## src/rtl/wcs_pkg.sv

```systemverilog
// shared types, widths and codes for the weighted common substring block
// no dependencies
`timescale 1ns / 1ps

package wcs_pkg;

  localparam int S_LEN    = 64;
  localparam int S_IDX_W  = $clog2(S_LEN);
  localparam int S_CNT_W  = $clog2(S_LEN + 1);
  localparam int ALPHABET = 26;
  localparam int SYM_W    = 5;
  localparam int WEIGHT_W = 15;
  localparam int PEN_W    = 16;
  localparam int SCORE_W  = 32;
  localparam int RUN_W    = 7;
  localparam int TPOS_W   = 16;
  localparam int ADDR_W   = 3;
  localparam int DATA_W   = 32;

  localparam logic [TPOS_W-1:0] TPOS_MAX = '1;

  // request codes
  localparam logic [1:0] REQ_WEIGHT = 2'd0;
  localparam logic [1:0] REQ_APPEND = 2'd1;
  localparam logic [1:0] REQ_STREAM = 2'd2;

  // register select (word address bit)
  localparam logic REG_PENALTY = 1'b0;
  localparam logic REG_FLOOR   = 1'b1;

  localparam logic [PEN_W-1:0]   PENALTY_RST = 16'hF600;
  localparam logic [SCORE_W-1:0] FLOOR_RST   = 32'h8000_0000;

  typedef enum logic [1:0] {
    ST_IDLE,
    ST_SCAN,
    ST_FINAL
  } wcs_state_t;

  typedef struct packed {
    logic [1:0]          req_type;
    logic [SYM_W-1:0]    symbol;
    logic [WEIGHT_W-1:0] weight_value;
    logic                is_last;
  } wcs_in_t;

  typedef struct packed {
    logic signed [SCORE_W-1:0] top_score;
    logic [S_IDX_W-1:0]        s_start;
    logic [TPOS_W-1:0]         t_start;
    logic [RUN_W-1:0]          match_length;
    logic                      found;
  } wcs_out_t;

  // score and run of one cell
  typedef struct packed {
    logic signed [SCORE_W-1:0] score;
    logic [RUN_W-1:0]          run;
  } wcs_scan_t;

  // controls broadcast to every cell
  typedef struct packed {
    logic [SYM_W-1:0]        sym;
    logic [WEIGHT_W-1:0]     weight;
    logic signed [PEN_W-1:0] penalty;
    logic                    first_col;
    logic                    update;
    logic                    shift;
    logic                    clear;
  } wcs_bcast_t;

  // controls for the best tracker
  typedef struct packed {
    logic                      step;
    logic                      clear;
    logic [S_IDX_W-1:0]        row;
    logic [TPOS_W-1:0]         col;
    logic signed [SCORE_W-1:0] floor;
  } wcs_best_ctrl_t;

endpackage

```

## src/rtl/wcs_cell.sv

```systemverilog
// one cell of the dp column: holds one S letter, its score and run,
// and a scan register that hands the column out toward cell 0; uses wcs_pkg
`timescale 1ns / 1ps

module wcs_cell (
  input  logic               clk,
  input  logic               rst_n,
  input  wcs_pkg::wcs_bcast_t bc,
  input  logic               active,
  input  logic               wr_letter,
  input  logic               no_diag,
  input  wcs_pkg::wcs_scan_t diag_in,
  output wcs_pkg::wcs_scan_t col_out,
  input  wcs_pkg::wcs_scan_t scan_in,
  output wcs_pkg::wcs_scan_t scan_out
);
  import wcs_pkg::*;

  logic [SYM_W-1:0]          letter_r;
  logic signed [SCORE_W-1:0] score_r, score_nxt;
  logic [RUN_W-1:0]          run_r, run_nxt;
  wcs_scan_t                 scan_r;

  logic signed [SCORE_W-1:0] own;
  logic signed [SCORE_W:0]   sum;
  logic signed [SCORE_W-1:0] ext;
  logic signed [SCORE_W-1:0] new_score;
  logic [RUN_W-1:0]          new_run;

  // own score of this cell for the current T letter
  always_comb begin
    if (letter_r == bc.sym) begin
      own = $signed({{(SCORE_W-WEIGHT_W){1'b0}}, bc.weight});
    end else begin
      own = SCORE_W'(bc.penalty);
    end
  end

  // saturating diagonal extension
  always_comb begin
    sum = {diag_in.score[SCORE_W-1], diag_in.score} + {own[SCORE_W-1], own};
    if (sum[SCORE_W] != sum[SCORE_W-1]) begin
      ext = sum[SCORE_W] ? {1'b1, {(SCORE_W-1){1'b0}}} : {1'b0, {(SCORE_W-1){1'b1}}};
    end else begin
      ext = sum[SCORE_W-1:0];
    end
  end

  // cell recurrence
  always_comb begin
    if (no_diag || bc.first_col) begin
      new_score = own;
      new_run   = RUN_W'(1);
    end else begin
      new_score = (ext > own) ? ext : own;
      new_run   = diag_in.score[SCORE_W-1] ? RUN_W'(1) : diag_in.run + RUN_W'(1);
    end
    score_nxt = score_r;
    run_nxt   = run_r;
    if (bc.clear) begin
      score_nxt = '0;
      run_nxt   = '0;
    end else if (bc.update && active) begin
      score_nxt = new_score;
      run_nxt   = new_run;
    end
  end

  // column state
  always_ff @(posedge clk) begin
    if (!rst_n) begin
      score_r <= '0;
      run_r   <= '0;
    end else begin
      score_r <= score_nxt;
      run_r   <= run_nxt;
    end
  end

  // letter store, no reset
  always_ff @(posedge clk) begin
    if (wr_letter) begin
      letter_r <= bc.sym;
    end
  end

  // scan register: load new column, then shift toward cell 0
  always_ff @(posedge clk) begin
    if (bc.update) begin
      scan_r.score <= score_nxt;
      scan_r.run   <= run_nxt;
    end else if (bc.shift) begin
      scan_r <= scan_in;
    end
  end

  assign col_out.score = score_r;
  assign col_out.run   = run_r;
  assign scan_out      = scan_r;

endmodule

```

## config.mk

```make
export PLATFORM = sky130hd
export DESIGN_NAME = wcs_cell
export DESIGN_NICKNAME = d
export VERILOG_FILES = /design/src/rtl/wcs_pkg.sv /design/src/rtl/wcs_cell.sv
export SDC_FILE = /design/constraint.sdc
export NUM_CORES = 1
export LEC_CHECK = 0
export ABC_AREA = 1
export BUFFER_PORTS_ARGS = -buffer_cell sky130_fd_sc_hd__buf_2
export CAP_MARGIN = 20
export CORE_ASPECT_RATIO = 0.7
export CORE_MARGIN = 2
export CORE_UTILIZATION = 30
export DETAILED_ROUTE_END_ITERATION = 10
export PLACE_DENSITY_LB_ADDON = 0.15
export SLEW_MARGIN = 20
export SYNTH_ARGS = -nofsm -noshare
export SYNTH_HDL_FRONTEND = slang
export SYNTH_SLANG_ARGS = --single-unit
```

## constraint.sdc

```tcl
create_clock -name clk -period 15.9 [get_ports clk]
set_input_delay 1.59 -clock clk [delete_from_list [all_inputs] [get_ports clk]]
set_output_delay 1.59 -clock clk [all_outputs]
set_load 0.05 [all_outputs]
```

# Word level (Yosys, flattened, before mapping)

Cells that the tools add are included.

Reductions and logical operators: 3
Multipliers: 0
Equality and inequality tests: 2
Add/subtract/negate cells: 2
Shifts and indexed selects: 0
Multiplexer cells: 13
Order comparisons: 1
Bitwise gates (word level): 0
Div/mod/pow operators: 0

Operators with widths:

| operator                                     | number |
|---|---|
| 2-to-1 mux 32 bit                            | 7 |
| 2-to-1 mux 39 bit                            | 2 |
| adder 32 x 32 -> 33 bit                      | 1 |
| greater-than comparator 32 bit               | 1 |
| 2-to-1 mux 7 bit                             | 4 |
| adder 7 x 1 -> 7 bit (second input constant) | 1 |
| == test 5 bit                                | 1 |
| nonzero test 2 bit                           | 1 |
| logical AND 1 bit                            | 1 |
| logical OR 1 bit                             | 1 |
| != test 1 bit                                | 1 |

Input bits: 123
Bits in read-only memories: 0
Output and inout port bits: 78
Flip-flop bits (word level): 83
Memory bits (writable): 0
Memories kept: 0
Word-level logic and storage cells: 26
Latch bits: 0

# Longest topological paths before layout

Word-level depth: 11
Gate-level depth with buffers: 44
Depth with buffers taken out: 39

# Worst setup path after synthesis

No wires, ideal clock.

Path type: input port to flip-flop
From: in bc[38] (netlist name)
To: reg scan_r (netlist bit scan_out[30]), data pin
Slack: 8672 ps
Library setup time: 253 ps
Path buffers: 7
Arrival: 6975 ps
Data required time: 15647 ps
Stages on the path: 42
Cell sequence: inv_1 nand2_1 nand2_1 nor2_2 nand3_4 buf_6 clkbuf_1 clkbuf_1 nand2_1 nand2_1 ha_1 inv_1 fa_1 o21ai_0 nand2_1 nand2_1 nand4_1 nand2_1 [... 6 more ...] buf_6 clkbuf_1 clkbuf_1 o21ai_0 ha_1 nand2_1 inv_1 a221oi_1 o211ai_1 nand2_1 o2111ai_1 nand3_1 nand4_4 buf_2 nand4_1 nand3_2 nand3_1 nand2_1

Cells in the longest elaborated chain, start to end: 11
Elaborated cells on any way between the ends: 12
Classes of those cells: add/sub (1); order compare (1); eq/ne (2); mux (8)

RTL lines:

| item                                               | RTL line                       | source |
|---|---|---|
| from (decl)                                        | wcs_cell.sv:8                  | `input wcs_pkg::wcs_bcast_t bc,` |
| == test 5 bit (*)                                  | wcs_cell.sv:32                 | `if (letter_r == bc.sym) begin` |
| 2-to-1 mux 32 bit (*)                              | wcs_cell.sv:32                 |  |
| adder 32 x 32 -> 33 bit                            | wcs_cell.sv:41                 | `sum = {diag_in.score[SCORE_W-1], diag_in.score} + {own[SCORE_W-1], own};` |
| 2-to-1 mux 32 bit or != test 1 bit (tied branches) | wcs_cell.sv:43, wcs_cell.sv:42 |  |
| 2-to-1 mux 32 bit                                  | wcs_cell.sv:42                 | `if (sum[SCORE_W] != sum[SCORE_W-1]) begin` |
| greater-than comparator 32 bit                     | wcs_cell.sv:55                 | `new_score = (ext > own) ? ext : own;` |
| 2-to-1 mux 32 bit                                  | wcs_cell.sv:55                 |  |
| 2-to-1 mux 32 bit (*)                              | wcs_cell.sv:51                 | `if (no_diag \|\| bc.first_col) begin` |
| 2-to-1 mux 32 bit (*)                              | wcs_cell.sv:63                 | `end else if (bc.update && active) begin` |
| 2-to-1 mux 32 bit (*)                              | wcs_cell.sv:60                 | `if (bc.clear) begin` |
| 2-to-1 mux 39 bit (*)                              | wcs_cell.sv:89                 | `if (bc.update) begin` |
| to (signal assigned)                               | wcs_cell.sv:93                 | `scan_r <= scan_in;` |
| to (decl)                                          | wcs_cell.sv:22                 | `wcs_scan_t scan_r;` |

Every way passes the cells marked *; elsewhere a longest branch is shown, timed or not.
A chain may end at the register's enable or synchronous reset.

# Worst setup path after layout

From: in bc[38] (netlist name)
To: reg scan_r (netlist bit scan_out[26]), data pin

The elaborated chain is that of the path after synthesis.

==> impl_summary.log <==
INFO  metric outcome = finished clean
INFO  metric rsz0062_at_grt = false
INFO  metric syn-instance-count = 1,141
INFO  metric cellPowerDensity = 92.7 nW/um^2
INFO  metric core.rowCount = 47
INFO  metric post_route_cells_drive_above_1_share = 0.202
INFO  metric syn_avg_cell_area = 6.43 sq um
INFO  metric cts_tree = built
INFO  metric finalWorstSetupSlack = 7.70 ns
INFO  metric max-cap-violations = 0
INFO  metric core_region_area = 23,800 sq um
INFO  metric finalCritPeriodShare = 0.516
INFO  metric fp.dieArea = 25,800 sq um
INFO  metric place.port_buffers = 200
INFO  metric setup_violations = 0
INFO  metric synth_cell_type_count = 47
INFO  metric area_delta_synth_final = 20.0%
INFO  metric yosys-top-cells-count = 347 x nand2_1, 151 x nor2_1, 121 x inv_1
INFO  metric cts_hold_buffers = 0
INFO  metric synth_enable_flop_cells = 44
INFO  metric cts.reportedPaths.clkPinSlew = 0.06 ns
INFO  metric final-seq-area = 2100 sq um
INFO  metric finalCriticalPeriod = 8.20 ns
INFO  metric crit_path_start_kind = input pin
INFO  metric maximum_number_of_pins_on_one_net_before_global_route_repair = 66
INFO  metric postCtsSetupRepairBufs = 0
INFO  metric ratio_of_routed_vias_to_standard_cells = 4.78
INFO  metric cpPeakStageDelay = 0.65 ns
INFO  metric globalplace.congestion = 0.878
INFO  metric required = 16.12 ns
INFO  metric crit_path_end_kind = flip-flop
INFO  metric grt_overflow_total = 0
INFO  metric dr.pass1.iters = 5
INFO  metric clock_skew = 0.00499 ns
INFO  metric yosys_warnings = 0
INFO  metric floorplan.die.width = 191 um
INFO  metric cts_inserted_buffers = 9
INFO  metric timing.critical_path.max_delay_family = simple AND/OR/NAND/NOR gates
INFO  metric boundaryPins = 201
INFO  metric post_drt_wl_per_cell = 15.2 um
INFO  metric first_global_vias = 7,186
INFO  metric slew_at_the_pin_closest_to_its_max_slew_limit = 1.04 ns
INFO  metric synth.cell_area = 7340 sq um
INFO  metric clk_root_buffer_cell = clkbuf_16
INFO  metric total_vias_in_the_final_route = 7,783
INFO  metric synth_sequential_area_ratio = 0.286
INFO  metric synthDominantCellAreaShare = 0.180
INFO  metric critPathMostFrequentCell = nand2_1
INFO  metric detail_route.wirelength = 24,700 um
INFO  metric detail_route.iter0.violations = 563
INFO  metric min-delay-path-class = flip-flop to flip-flop
INFO  metric post_cts_resize_count = 0
INFO  metric globalRouteTotalUtil = 0.192
INFO  metric critPathKind = input pin to flip-flop
INFO  metric nNetsFinal = 1,465
INFO  metric dominantRegCellSynth = edfxtp_1
INFO  metric clock_path_buffers = 2
INFO  metric post-synth-top-count-cell = nand2_1
INFO  metric synth_top_area_cell = edfxtp_1
INFO  metric start_util = 0.308
INFO  metric finalSetupTns = 0 ns
INFO  metric grt_first_pass_wirelength = 38,700 um
INFO  metric n_antenna_cell = 0
INFO  metric post_synth_main_area_contributors = edfxtp_1 18%, nand2_1 18%, dfxtp_1 11%
INFO  metric drv_slew = 0
INFO  metric power.static_leakage = 4.63 nW
INFO  metric dp.final_hpwl = 19,200 um
INFO  metric antenna_found_initial = 0
INFO  metric drt_drc_violations_left = 0
INFO  metric critical_path_peak_fanout = 45
INFO  metric synth.ff_latch_count = 83
INFO  metric die_height = 135 um
INFO  metric num-fill-cells = 2,626
INFO  metric irDropWorstVdd = 0.0000629 V
INFO  metric final_hold_viol_count = 0
INFO  metric cpMaxStageDelayCell = o21ai_0
INFO  metric multi_input_area = 4490 sq um
INFO  metric net_count_after_synthesis = 1,302
INFO  metric cts_sinks = 83
INFO  metric detail-route-antenna-nets = 0
INFO  metric timing.critical_path.arrival = 8.42 ns
INFO  metric clock.fmax = 122 MHz
INFO  metric async_flop_share = 0
INFO  metric relSlewSlack = 0.307
INFO  metric clk_latency = 0.35 ns
INFO  metric htree_levels = 3
INFO  metric cp.buffers_inverters = 5
INFO  metric pre_cts_setup_slack = 7.40 ns
## kinds of logic (layout without fill, tap and decap cells)
logic type,Yosys count,in the layout,synth area share
AO/OA/AOI/OAI,121,121,0.0953
XOR/XNOR,25,25,0.0298
adder cells (fa/ha/maj),38,38,0.0658
buffers and inverters,179,347,0.102
flip-flops,83,83,0.286
AND/OR/NAND/NOR,695,695,0.420
## registers in the layout, summed over array words and instances (netlist names)
signal / cells
run_r: 7
letter_r: 5
scan_out: 39
score_r: 32
## report_power, final
part / internal (mW) / switching (mW)
Combinational: 0.104 / 0.242
Clock: 0.135 / 0.0906
Sequential: 0.240 / 0.00481
Total: 0.480 / 0.337
## cells in the final DEF, fill, tap and decap left out, types with 4 or more instances in the layout
cell type,n
inv_2,6
o41ai_1,11
nand4_1,46
buf_2,200
nand2_2,8
dfxtp_1,39
inv_1,120
ha_1,37
nor2_1,150
xnor2_1,10
o21ai_0,49
xor2_1,15
nand3_2,15
nand2_4,4
nand3_1,108
a21oi_1,40
nor2_2,6
edfxtp_1,44
clkbuf_16,9
nand2_1,347
buf_4,4
## metrics by stage
stage                     area [sq um]  utilization  power [mW]  hold slack (ns)  cells
after floorplan                   7340            -       0.510            0.784   1141
after global placement            8490        0.357       0.593            0.570   1610
after detailed placement          8500        0.357       0.594            0.570   1611
after CTS                         8810        0.370       0.822            0.583   1627
after global routing              8810        0.370       0.872            0.615   1627
final                             8810        0.370       0.817            0.579   1627
## worst min-delay path: stages, from the launching register on
cell	delay [ns]
dfxtp_1	0.30
nor2_1	0.09
nor2_1	0.05
nand2_1	0.06
nor2_1	0.03
## layer usage
layer | global-route usage | part of all wire | routed length (um) | up-vias
li1 | - | - | - | 4075
met1 | 0.289 | 0.52 | 12800 | 3481
met2 | 0.281 | 0.41 | 10200 | 212
met3 | 0.0364 | 0.058 | 1440 | 15
met4 | 0.0401 | 0.0090 | 223 | 0
met5 | 0 | 0 | 0 | -
## worst paths after layout
kind / start / depth (start not counted) / end / slack [ns]
worst min register to register: score_r[12] / 4 / score_r[12] / 0.58
worst max register to register: letter_r[3] / 34 / scan_out[26] / 8.64
worst min-delay path: score_r[12] / 4 / score_r[12] / 0.58
worst max-delay path: bc[38] / 36 / scan_out[26] / 7.70
## final cells by class
| cell class | count | area share |
|---|---|---|
| repair buffers | 204 | 0.117 |
| flip-flops and latches | 83 | 0.239 |
| multi-input cells | 879 | 0.510 |
| inverters | 127 | 0.0541 |
| clock inverters | 3 | 0.00497 |
| well taps | 318 | 0.0452 |
| clock buffers | 13 | 0.0307 |
Power figures use the tool's default switching activity.
