--- src/rtl/wcs_pkg.sv ---
// shared types, widths and codes for the weighted common substring block
// no dependencies
`timescale 1ns / 1ps

package wcs_pkg;

  localparam int S_LEN    = 64;
  localparam int S_IDX_W  = $clog2(S_LEN);
  localparam int S_CNT_W  = $clog2(S_LEN + 1);
  localparam int ALPHABET = 26;
  localparam int SYM_W    = 5;
  localparam int WEIGHT_W = 15;
  localparam int PEN_W    = 16;
  localparam int SCORE_W  = 32;
  localparam int RUN_W    = 7;
  localparam int TPOS_W   = 16;
  localparam int ADDR_W   = 3;
  localparam int DATA_W   = 32;

  localparam logic [TPOS_W-1:0] TPOS_MAX = '1;

  // request codes
  localparam logic [1:0] REQ_WEIGHT = 2'd0;
  localparam logic [1:0] REQ_APPEND = 2'd1;
  localparam logic [1:0] REQ_STREAM = 2'd2;

  // register select (word address bit)
  localparam logic REG_PENALTY = 1'b0;
  localparam logic REG_FLOOR   = 1'b1;

  localparam logic [PEN_W-1:0]   PENALTY_RST = 16'hF600;
  localparam logic [SCORE_W-1:0] FLOOR_RST   = 32'h8000_0000;

  typedef enum logic [1:0] {
    ST_IDLE,
    ST_SCAN,
    ST_FINAL
  } wcs_state_t;

  typedef struct packed {
    logic [1:0]          req_type;
    logic [SYM_W-1:0]    symbol;
    logic [WEIGHT_W-1:0] weight_value;
    logic                is_last;
  } wcs_in_t;

  typedef struct packed {
    logic signed [SCORE_W-1:0] top_score;
    logic [S_IDX_W-1:0]        s_start;
    logic [TPOS_W-1:0]         t_start;
    logic [RUN_W-1:0]          match_length;
    logic                      found;
  } wcs_out_t;

  // score and run of one cell
  typedef struct packed {
    logic signed [SCORE_W-1:0] score;
    logic [RUN_W-1:0]          run;
  } wcs_scan_t;

  // controls broadcast to every cell
  typedef struct packed {
    logic [SYM_W-1:0]        sym;
    logic [WEIGHT_W-1:0]     weight;
    logic signed [PEN_W-1:0] penalty;
    logic                    first_col;
    logic                    update;
    logic                    shift;
    logic                    clear;
  } wcs_bcast_t;

  // controls for the best tracker
  typedef struct packed {
    logic                      step;
    logic                      clear;
    logic [S_IDX_W-1:0]        row;
    logic [TPOS_W-1:0]         col;
    logic signed [SCORE_W-1:0] floor;
  } wcs_best_ctrl_t;

endpackage

--- src/rtl/wcs_best.sv ---
// best-cell tracker at the head of the cell chain, one row per cycle while step is set
// uses wcs_pkg
`timescale 1ns / 1ps

module wcs_best (
  input  logic                      clk,
  input  logic                      rst_n,
  input  wcs_pkg::wcs_best_ctrl_t   ctrl,
  input  wcs_pkg::wcs_scan_t        cand,
  output logic                      have_best,
  output logic signed [31:0]        best_value,
  output logic [wcs_pkg::S_IDX_W-1:0] best_row,
  output logic [wcs_pkg::TPOS_W-1:0]  best_col,
  output logic [wcs_pkg::RUN_W-1:0]   best_run
);
  import wcs_pkg::*;

  logic                      have_r, have_nxt;
  logic signed [SCORE_W-1:0] value_r;
  logic [S_IDX_W-1:0]        row_r;
  logic [TPOS_W-1:0]         col_r;
  logic [RUN_W-1:0]          run_r;
  logic                      take;

  // strictly better, ties to the lower row
  always_comb begin
    if (!have_r) begin
      take = cand.score > ctrl.floor;
    end else begin
      take = (cand.score > value_r) || ((cand.score == value_r) && (ctrl.row < row_r));
    end
    have_nxt = have_r;
    if (ctrl.clear) begin
      have_nxt = 1'b0;
    end else if (ctrl.step && take) begin
      have_nxt = 1'b1;
    end
  end

  always_ff @(posedge clk) begin
    if (!rst_n) begin
      have_r <= 1'b0;
    end else begin
      have_r <= have_nxt;
    end
  end

  // best cell payload
  always_ff @(posedge clk) begin
    if (ctrl.step && take && !ctrl.clear) begin
      value_r <= cand.score;
      row_r   <= ctrl.row;
      col_r   <= ctrl.col;
      run_r   <= cand.run;
    end
  end

  assign have_best  = have_r;
  assign best_value = value_r;
  assign best_row   = row_r;
  assign best_col   = col_r;
  assign best_run   = run_r;

endmodule

--- config.mk ---
export PLATFORM = sky130hd
export DESIGN_NAME = wcs_best
export DESIGN_NICKNAME = d
export VERILOG_FILES = /design/src/rtl/wcs_pkg.sv /design/src/rtl/wcs_best.sv
export SDC_FILE = /design/constraint.sdc
export NUM_CORES = 1
export LEC_CHECK = 0
export ABC_AREA = 1
export BUFFER_PORTS_ARGS = -buffer_cell sky130_fd_sc_hd__buf_2
export CELL_PAD_IN_SITES_DETAIL_PLACEMENT = 0
export CELL_PAD_IN_SITES_GLOBAL_PLACEMENT = 1
export CORE_MARGIN = 3
export CORE_UTILIZATION = 32
export DETAILED_ROUTE_END_ITERATION = 16
export PLACE_DENSITY_LB_ADDON = 0.3
export SLEW_MARGIN = 5
export SYNTH_ARGS = -nofsm -noshare
export SYNTH_HDL_FRONTEND = slang
export SYNTH_SLANG_ARGS = --single-unit
--- constraint.sdc ---
create_clock -name clk -period 4.2 [get_ports clk]
set_input_delay 0.42 -clock clk [delete_from_list [all_inputs] [get_ports clk]]
set_output_delay 0.42 -clock clk [all_outputs]
set_load 0.05 [all_outputs]
======== After elaboration in Yosys (flattened, before gate mapping) ========
Index checks and enable logic that the tools add are counted.
storage, ports and cells
  latch bits .............................. 0
  memories kept ........................... 0
  logic and storage cells ................. 17
  ROM bits ................................ 0
  memory bits (writable) .................. 0
  bits of input ports ..................... 97
  flip-flop bits (word level) ............. 62
  output and inout bits ................... 62
cells by class
  equality and inequality tests ........... 1
  mux-type cells .......................... 1
  $add $sub $neg .......................... 0
  div/mod/pow operators ................... 0
  bitwise gates (word level) .............. 1
  reductions and logical operators ........ 6
  order comparisons ....................... 3
  $mul .................................... 0
  shift-type cells ........................ 0
operators with widths
  operator           count
  $gt 32x32->1       2
  $eq 32x32->1       1
  $lt 6x6->1         1
  $logic_and 1x1->1  3
  $reduce_or 2->1    1
  $logic_not 1->1    1
  $logic_or 1x1->1   1
  $mux 1             1
  $not 1->1          1

======== Logic depth before layout (Yosys ltp) ========
Gate-level depths: netlist of the first run.
  depth in word-level cells ............... 6
  gate-level depth with buffers ........... 18
  depth with buffers taken out ............ 18

======== Least setup slack after synthesis of the first run ========
Ideal clock, no wire load.
  kind .................................... reg-to-reg
  from .................................... register value_r[31] (netlist: best_value[31])
  to ...................................... register col_r[0] (netlist: best_col[0]), enable pin
  stages on the path, launching flop included .. 11
  slack ................................... -0.532 ns
  data required time ...................... 3.720 ns
  buffers on the path ..................... 0
  library setup time ...................... 0.480 ns
  data arrival time ....................... 4.252 ns
  clock period less this slack ............ 4.732 ns
  path through ............................ edfxtp_1 > inv_1 > ha_1 > a21oi_1 > o21a_1 > nand2_1 > a21oi_1 > nand3_1 > nand3_1 > a21oi_1 > nor2_1
on the way
  word-level cells in the longest chain between the ends .. 6
  elaborated cells on any way between the ends .. 7
  classes of those cells .................. order compare (1); eq/ne (1); mux (1); reduce/logical (4)
RTL lines
  what                                                  RTL line        source
  start, declared                                       wcs_best.sv:19  logic signed [SCORE_W-1:0] value_r;
  start signal, assigned                                wcs_best.sv:51  value_r <= cand.score;
  branches (longest 2 deep; another with $gt 32x32->1)  --
  $logic_or 1x1->1 (*)                                  wcs_best.sv:30  take = (cand.score > value_r) || ((cand.score == value_r) && (ctrl.row < row_r));
  $mux 1 (*)                                            wcs_best.sv:27  if (!have_r) begin
  $logic_and 1x1->1 (*) (2 in series)                   wcs_best.sv:50  if (ctrl.step && take && !ctrl.clear) begin
  end signal, assigned                                  wcs_best.sv:53  col_r <= ctrl.col;
  end, declared                                         wcs_best.sv:21  logic [TPOS_W-1:0] col_r;
Every way passes the cells marked *.
A chain may end at the register's enable or synchronous reset.

======== Worst setup path in the final report of the first run ========
  from .................................... register value_r[7] (netlist: best_value[7])
  to ...................................... register col_r[9] (netlist: best_col[9]), enable pin
The elaborated chain is that of the path after synthesis.

==> results of run 1 <==
## area by class of cell
type | instances | area [sq um] | share of cell area (%)
Sequential cell | 62 | 1850 | 36.2
Multi-Input combinational cell | 225 | 1610 | 31.4
Timing Repair Buffer | 159 | 811 | 15.9
Inverter | 92 | 345 | 6.76
Clock buffer | 10 | 229 | 4.48
Tap cell | 143 | 179 | 3.50
Clock inverter | 6 | 86.3 | 1.69
## sequential cells by signal, indices dropped and copies added, names as in the netlist
register and flops:
best_value 32, best_col 16, best_run 7, have_best 1, best_row 6
## worst paths after layout
check                startpoint           to
setup / recovery  best_value[7]  best_col[9]
hold / removal          cand[2]  best_run[2]
setup reg to reg  best_value[7]  best_col[9]
hold reg to reg       have_best    have_best
## stage by stage
step	hold slack (ns)	instances	util, %	area (sq um)
after floorplan	0.519	379	-	3800
after global placement	0.549	681	41.6	4790
after detailed placement	0.563	681	41.6	4790
after CTS	0.255	697	44.4	5110
after global routing	0.259	697	44.4	5110
final	0.270	697	44.4	5110
## synth_stat cells (all sizes together)
master | number | area, sq um
nand4 | 6 | 43.8
a21boi | 1 | 7.51
o2111ai | 1 | 8.76
nand3 | 9 | 50.1
a21oi | 30 | 150
o21bai | 1 | 7.51
dfxtp | 1 | 20.0
nor2 | 19 | 81.3
nand2 | 75 | 287
ha | 69 | 863
a21o | 4 | 30.0
inv | 92 | 345
o21a | 4 | 30.0
edfxtp | 61 | 1830
o21ai | 4 | 20.0
nor3 | 2 | 20.0
## power breakdown
| group | leakage [nW] | switching [mW] | internal [mW] |
|---|---|---|---|
| combinational | 1.99 | 0.249 | 0.123 |
| clock | 0.152 | 0.271 | 0.518 |
| sequential | 0.570 | 0.0116 | 0.720 |
## cell families after synthesis
family,count (synthesis),synth area share [%]
AO/OA/AOI/OAI,45,6.69
adder cells (fa/ha/maj),69,22.7
buffers and inverters,92,9.10
flip-flops,62,48.8
AND/OR/NAND/NOR,111,12.7
## metal layers
layer  vias to the layer above  wire length (um)  GRT usage [%]
li1                       1602                 -              -
met4                         0               153           6.26
met1                      1364              4130           17.8
met3                        11               618           2.42
met5                         -                 0              0
met2                       106              4090           22.1
==> out/qor.txt, run 1 <==
status: finished, final reports clean
DRT Wirelength: 8.99 mm
worst slew pin tran: 0.529 ns
crit path cell chain: inv_1 -> ha_1 -> nand2_1 -> nor2_1 -> nand2_1 -> nand2_1 -> nand2_1 -> nand2_1 -> nand2_1 -> nand2_1 -> nand2_1 -> nand3_1 -> a21oi_1 -> nor2_4 -> buf_12
Nets: 715
WP data required: 4.20 ns
Routed WL per cell: 12.9 um
drt drc: 0
Yosys cell types: 20
post-CTS setup buffer count: 0
maxcap violations: 0
Worst slew margin: 64.7%
CTS tree: built
crit path DAT: 2.69 ns
Post-DRT Antenna Nets: 0
Crit-path slowest cell: nor2_4
flops & latches, synth: 62
worst min-delay path class: primary input to flop
Tcrit/Tclk final: 64.0%
reg-to-reg slack, setup: 1.51 ns
setup repair after global routing missed its margin: false
area of the core: 11500 sq um
post-CTS sizing: 0
most frequent CP cell: nand2_1
DP Wirelength: 7.37 mm
clock-pin slew on the worst setup and hold paths: 0.06 ns
pre-CTS WS: 1.13 ns
Die Ht: 115 um
Sink Count: 62
GRT Util Overall: 13.7%
final worst-path setup slack: 1.51 ns
Overall Power: 1.89 mW
Initial DRC Count: 100
WP depth: 15
R2R depth: 15
First-pass DRT Iterations: 4
io pins: 159
worst-path fanout max: 46
Skew-Pair Late Insertion Delay: 0.33 ns
Area Growth Syn to Fin: 34.6%
initial antenna violation count: 0
sequential fraction of the synthesis area: 48.8%
most frequent cells in the layout: buf_2 (158), inv_1 (92), nand2_1 (73)
maximum clock rate: 372 MHz
CP endpoint kind: flop
H-tree Lvls: 3
Ys Warns: 0
Tmin final: 2.69 ns
CP Buf/Inv Count: 2
Pleak: 2.71 nW
layout cells sized above 1: 33.4%
syn nets: 545
root buf cell: clkbuf_16
Max Buffers Root-to-Sink: 2
Pins Over Slew Limit: 0
vias in the first global route: 3059
setup TNS: 0 ns
CP max stage delay: 0.45 ns
Startpoint Class: flop
Final Hold Viols: 0
Rows: 39
Post-Syn Area per Cell: 10.0 sq um
WS Path Type: flop to flop
synthesized area: 3800 sq um
Max VDD drop: 0.176 mV
Clock Skew: 0.00809 ns
die span in x: 115 um
Hold-fix buffers, CTS: 0
commonest non-fill, non-tap cell in the layout: buf_2
Syn Inst Count: 379
largest net degree at the start of global routing: 47
Vias: 3083
total global routing overflow: 0
Vias/cell: 4.42
Port Buffers: 158
GPL Wtd Cong: 0.842
Crit path max-delay family: simple AND/OR/NAND/NOR gates
die area: 13200 sq um
CTS buffer count: 9
Min-Delay Path Depth: 1
Setup violations, final: 0
antenna cell count: 0
PwrDens: 371 nW/um^2
first-pass GRT wire length: 14.1 mm
Initial Util: 33.0%
# fillers: 1135
Power figures use the tool's default switching activity.
==> run 2: changes to the inputs <==
--- a/config.mk
+++ b/config.mk
@@ -10,7 +10,7 @@
 export CELL_PAD_IN_SITES_DETAIL_PLACEMENT = 0
 export CELL_PAD_IN_SITES_GLOBAL_PLACEMENT = 1
 export CORE_MARGIN = 3
-export CORE_UTILIZATION = 32
+export CORE_UTILIZATION = 36
 export DETAILED_ROUTE_END_ITERATION = 16
 export PLACE_DENSITY_LB_ADDON = 0.3
 export SLEW_MARGIN = 5
==> constraint.sdc (replaced) <==
create_clock -name clk -period 2.8 [get_ports clk]
set_input_delay 0.28 -clock clk [delete_from_list [all_inputs] [get_ports clk]]
set_output_delay 0.28 -clock clk [all_outputs]
set_load 0.05 [all_outputs]
==> out/qor.txt, run 2 (synthesis gave the netlist of run 1 again) <==
Area Growth Syn to Fin: 32.3% (was 34.6%)
worst-path fanout max: 50 (was 46)
area of the core: 10000 sq um (was 11500 sq um)
maximum clock rate: 441 MHz (was 372 MHz)
DRT Wirelength: 8.63 mm (was 8.99 mm)
H-tree Lvls: 3 (unchanged)
Vias/cell: 4.44 (was 4.42)
First-pass DRT Iterations: 4 (unchanged)
largest net degree at the start of global routing: 51 (was 47)
Crit-path slowest cell: edfxtp_1 (was nor2_4)
CTS buffer count: 9 (unchanged)
vias in the first global route: 2977 (was 3059)
Routed WL per cell: 12.6 um (was 12.9 um)
Post-DRT Antenna Nets: 0 (unchanged)
Reg2Reg Launch Point: best_value[14] (was best_value[7])
Pins Over Slew Limit: 0 (unchanged)
die span in x: 109 um (was 115 um)
CP endpoint kind: flop (unchanged)
CTS tree: built (unchanged)
Max VDD drop: 0.196 mV (was 0.176 mV)
Nets: 716 (was 715)
setup TNS: 0 ns (unchanged)
most frequent cells in the layout: buf_2 (158), inv_1 (89), nand2_1 (73) (was buf_2 (158), inv_1 (92), nand2_1 (73))
clock-pin slew on the worst setup and hold paths: 0.07 ns (was 0.06 ns)
Sink Count: 62 (unchanged)
max reg flops: 32 (unchanged)
Die Ht: 109 um (was 115 um)
Final Hold Viols: 0 (unchanged)
worst slew pin tran: 0.272 ns (was 0.529 ns)
Initial DRC Count: 133 (was 100)
post-CTS sizing: 0 (unchanged)
most frequent CP cell: nand2_1 (unchanged)
GRT Util Overall: 15.0% (was 13.7%)
maxcap violations: 0 (unchanged)
Port Buffers: 158 (unchanged)
first-pass GRT wire length: 13.7 mm (was 14.1 mm)
Startpoint Class: flop (unchanged)
worst hold start: ctrl[44] (was cand[2])
layout cells sized above 1: 35.0% (was 33.4%)
final design utilization: 50.2% (was 44.4%)
Crit path max-delay family: simple AND/OR/NAND/NOR gates (unchanged)
GPL Wtd Cong: 0.803 (was 0.842)
Min-Delay Path Depth: 1 (unchanged)
WS Path Type: flop to flop (unchanged)
reg-to-reg slack, setup: 0.53 ns (was 1.51 ns)
Clock Skew: 0.0133 ns (was 0.00809 ns)
RR Endpoint: best_row[4] (was best_col[9])
CP max stage delay: 0.35 ns (was 0.45 ns)
Hold-fix buffers, CTS: 0 (unchanged)
DP Wirelength: 7.21 mm (was 7.37 mm)
setup repair after global routing missed its margin: false (unchanged)
worst min-delay path class: primary input to flop (unchanged)
initial antenna violation count: 0 (unchanged)
status: finished, final reports clean (unchanged)
crit path cell chain: inv_1 -> ha_1 -> nand4_1 -> nor3_2 -> nand2_1 -> nand2_1 -> nand2_1 -> nand2_1 -> nand2_1 -> nand3_1 -> a21oi_2 -> nor2_4 -> buf_12 (was inv_1 -> ha_1 -> nand2_1 -> nor2_1 -> nand2_1 -> nand2_1 -> nand2_1 -> nand2_1 -> nand2_1 -> nand2_1 -> nand2_1 -> nand3_1 -> a21oi_1 -> nor2_4 -> buf_12)
crit path DAT: 2.28 ns (was 2.69 ns)
PwrDens: 483 nW/um^2 (was 371 nW/um^2)
Pleak: 2.65 nW (was 2.71 nW)
Max Buffers Root-to-Sink: 2 (unchanged)
die area: 11800 sq um (was 13200 sq um)
post-CTS setup buffer count: 0 (unchanged)
Skew-Pair Late Insertion Delay: 0.34 ns (was 0.33 ns)
total global routing overflow: 0 (unchanged)
Setup violations, final: 0 (unchanged)
commonest non-fill, non-tap cell in the layout: buf_2 (unchanged)
Rows: 36 (was 39)
Worst slew margin: 81.9% (was 64.7%)
io pins: 159 (unchanged)
root buf cell: clkbuf_8 (was clkbuf_16)
area of the multi-input gates: 1650 sq um (was 1610 sq um)
CP Buf/Inv Count: 2 (unchanged)
Vias: 3048 (was 3083)
Initial Util: 38.0% (was 33.0%)
Tmin final: 2.27 ns (was 2.69 ns)
drt drc: 0 (unchanged)
Tcrit/Tclk final: 81.0% (was 64.0%)
Hold Path Sink: best_col[12] (was best_run[2])
WP data required: 2.82 ns (was 4.20 ns)
R2R depth: 13 (was 15)
Reg area: 1850 sq um (unchanged)
antenna cell count: 0 (unchanged)
# fillers: 978 (was 1135)
run 2: cell types whose count changed in the layout (fill, tap and decap cells not counted), sizes merged:
cell	previous run	this run
buf	159	160
bufinv	2	1
clkbuf	10	9
clkinvlp	1	2
run 2: per-stage QoR:
step	hold slack (ns)	setup slack, ns	power, mW	instance area [sq um]	std cells
floorplan	0.379	-0.202	1.50	3850	379
global placement	0.457	0.259	1.68	4830	672
detailed placement	0.458	0.221	1.69	4830	672
CTS	0.0945	0.485	2.46	5020	687
global route	0.0831	0.287	2.58	5020	687
finish	0.113	0.531	2.43	5020	687
run 2: worst max path at each step:
stage,startpoint,endpoint,slack (ns),depth (start not counted)
after floorplan,best_value[19],best_col[0],-0.20,13
after global placement,cand[38],best_run[1],0.26,13
after detailed placement,cand[38],best_run[5],0.22,13
after CTS,best_value[7],best_row[4],0.49,15
after global routing,best_value[7],best_row[3],0.29,15
final,best_value[14],best_row[4],0.53,13
run 2: area by class of cell:
type	count	share of cell area (%)
Multi-Input combinational cell	225	32.9
Sequential cell	62	36.9
Clock buffer	9	2.47
Clock inverter	6	1.27
Inverter	92	6.88
Tap cell	133	3.31
Timing Repair Buffer	160	16.3
run 2: layer usage:
| metal | GRT usage (%) | up-vias | part of all wire [%] | routed length [um] |
|---|---|---|---|---|
| met2 | 24.8 | 103 | 45 | 3930 |
| met5 | 0 | - | 0 | 0 |
| li1 | - | 1602 | - | - |
| met3 | 4.20 | 6 | 8.4 | 722 |
| met4 | 4.06 | 0 | 1.1 | 98 |
| met1 | 19.4 | 1337 | 45 | 3880 |
run 2: worst reg2reg max path, delay by kind of cell, from the launching register on:
| family | cells | cell delay, ns |
|---|---|---|
| buffers and inverters | 2 | 0.31 |
| AOI/OAI and AO/OA | 1 | 0.08 |
| and+or+nand+nor | 9 | 0.89 |
| DFF | 1 | 0.35 |
| adders and majority gates | 1 | 0.29 |
run 2: report_power, final:
group / switching, mW / internal (mW)
registers: 0.0172 / 1.08
logic: 0.372 / 0.191
clock network: 0.363 / 0.404
total: 0.753 / 1.67
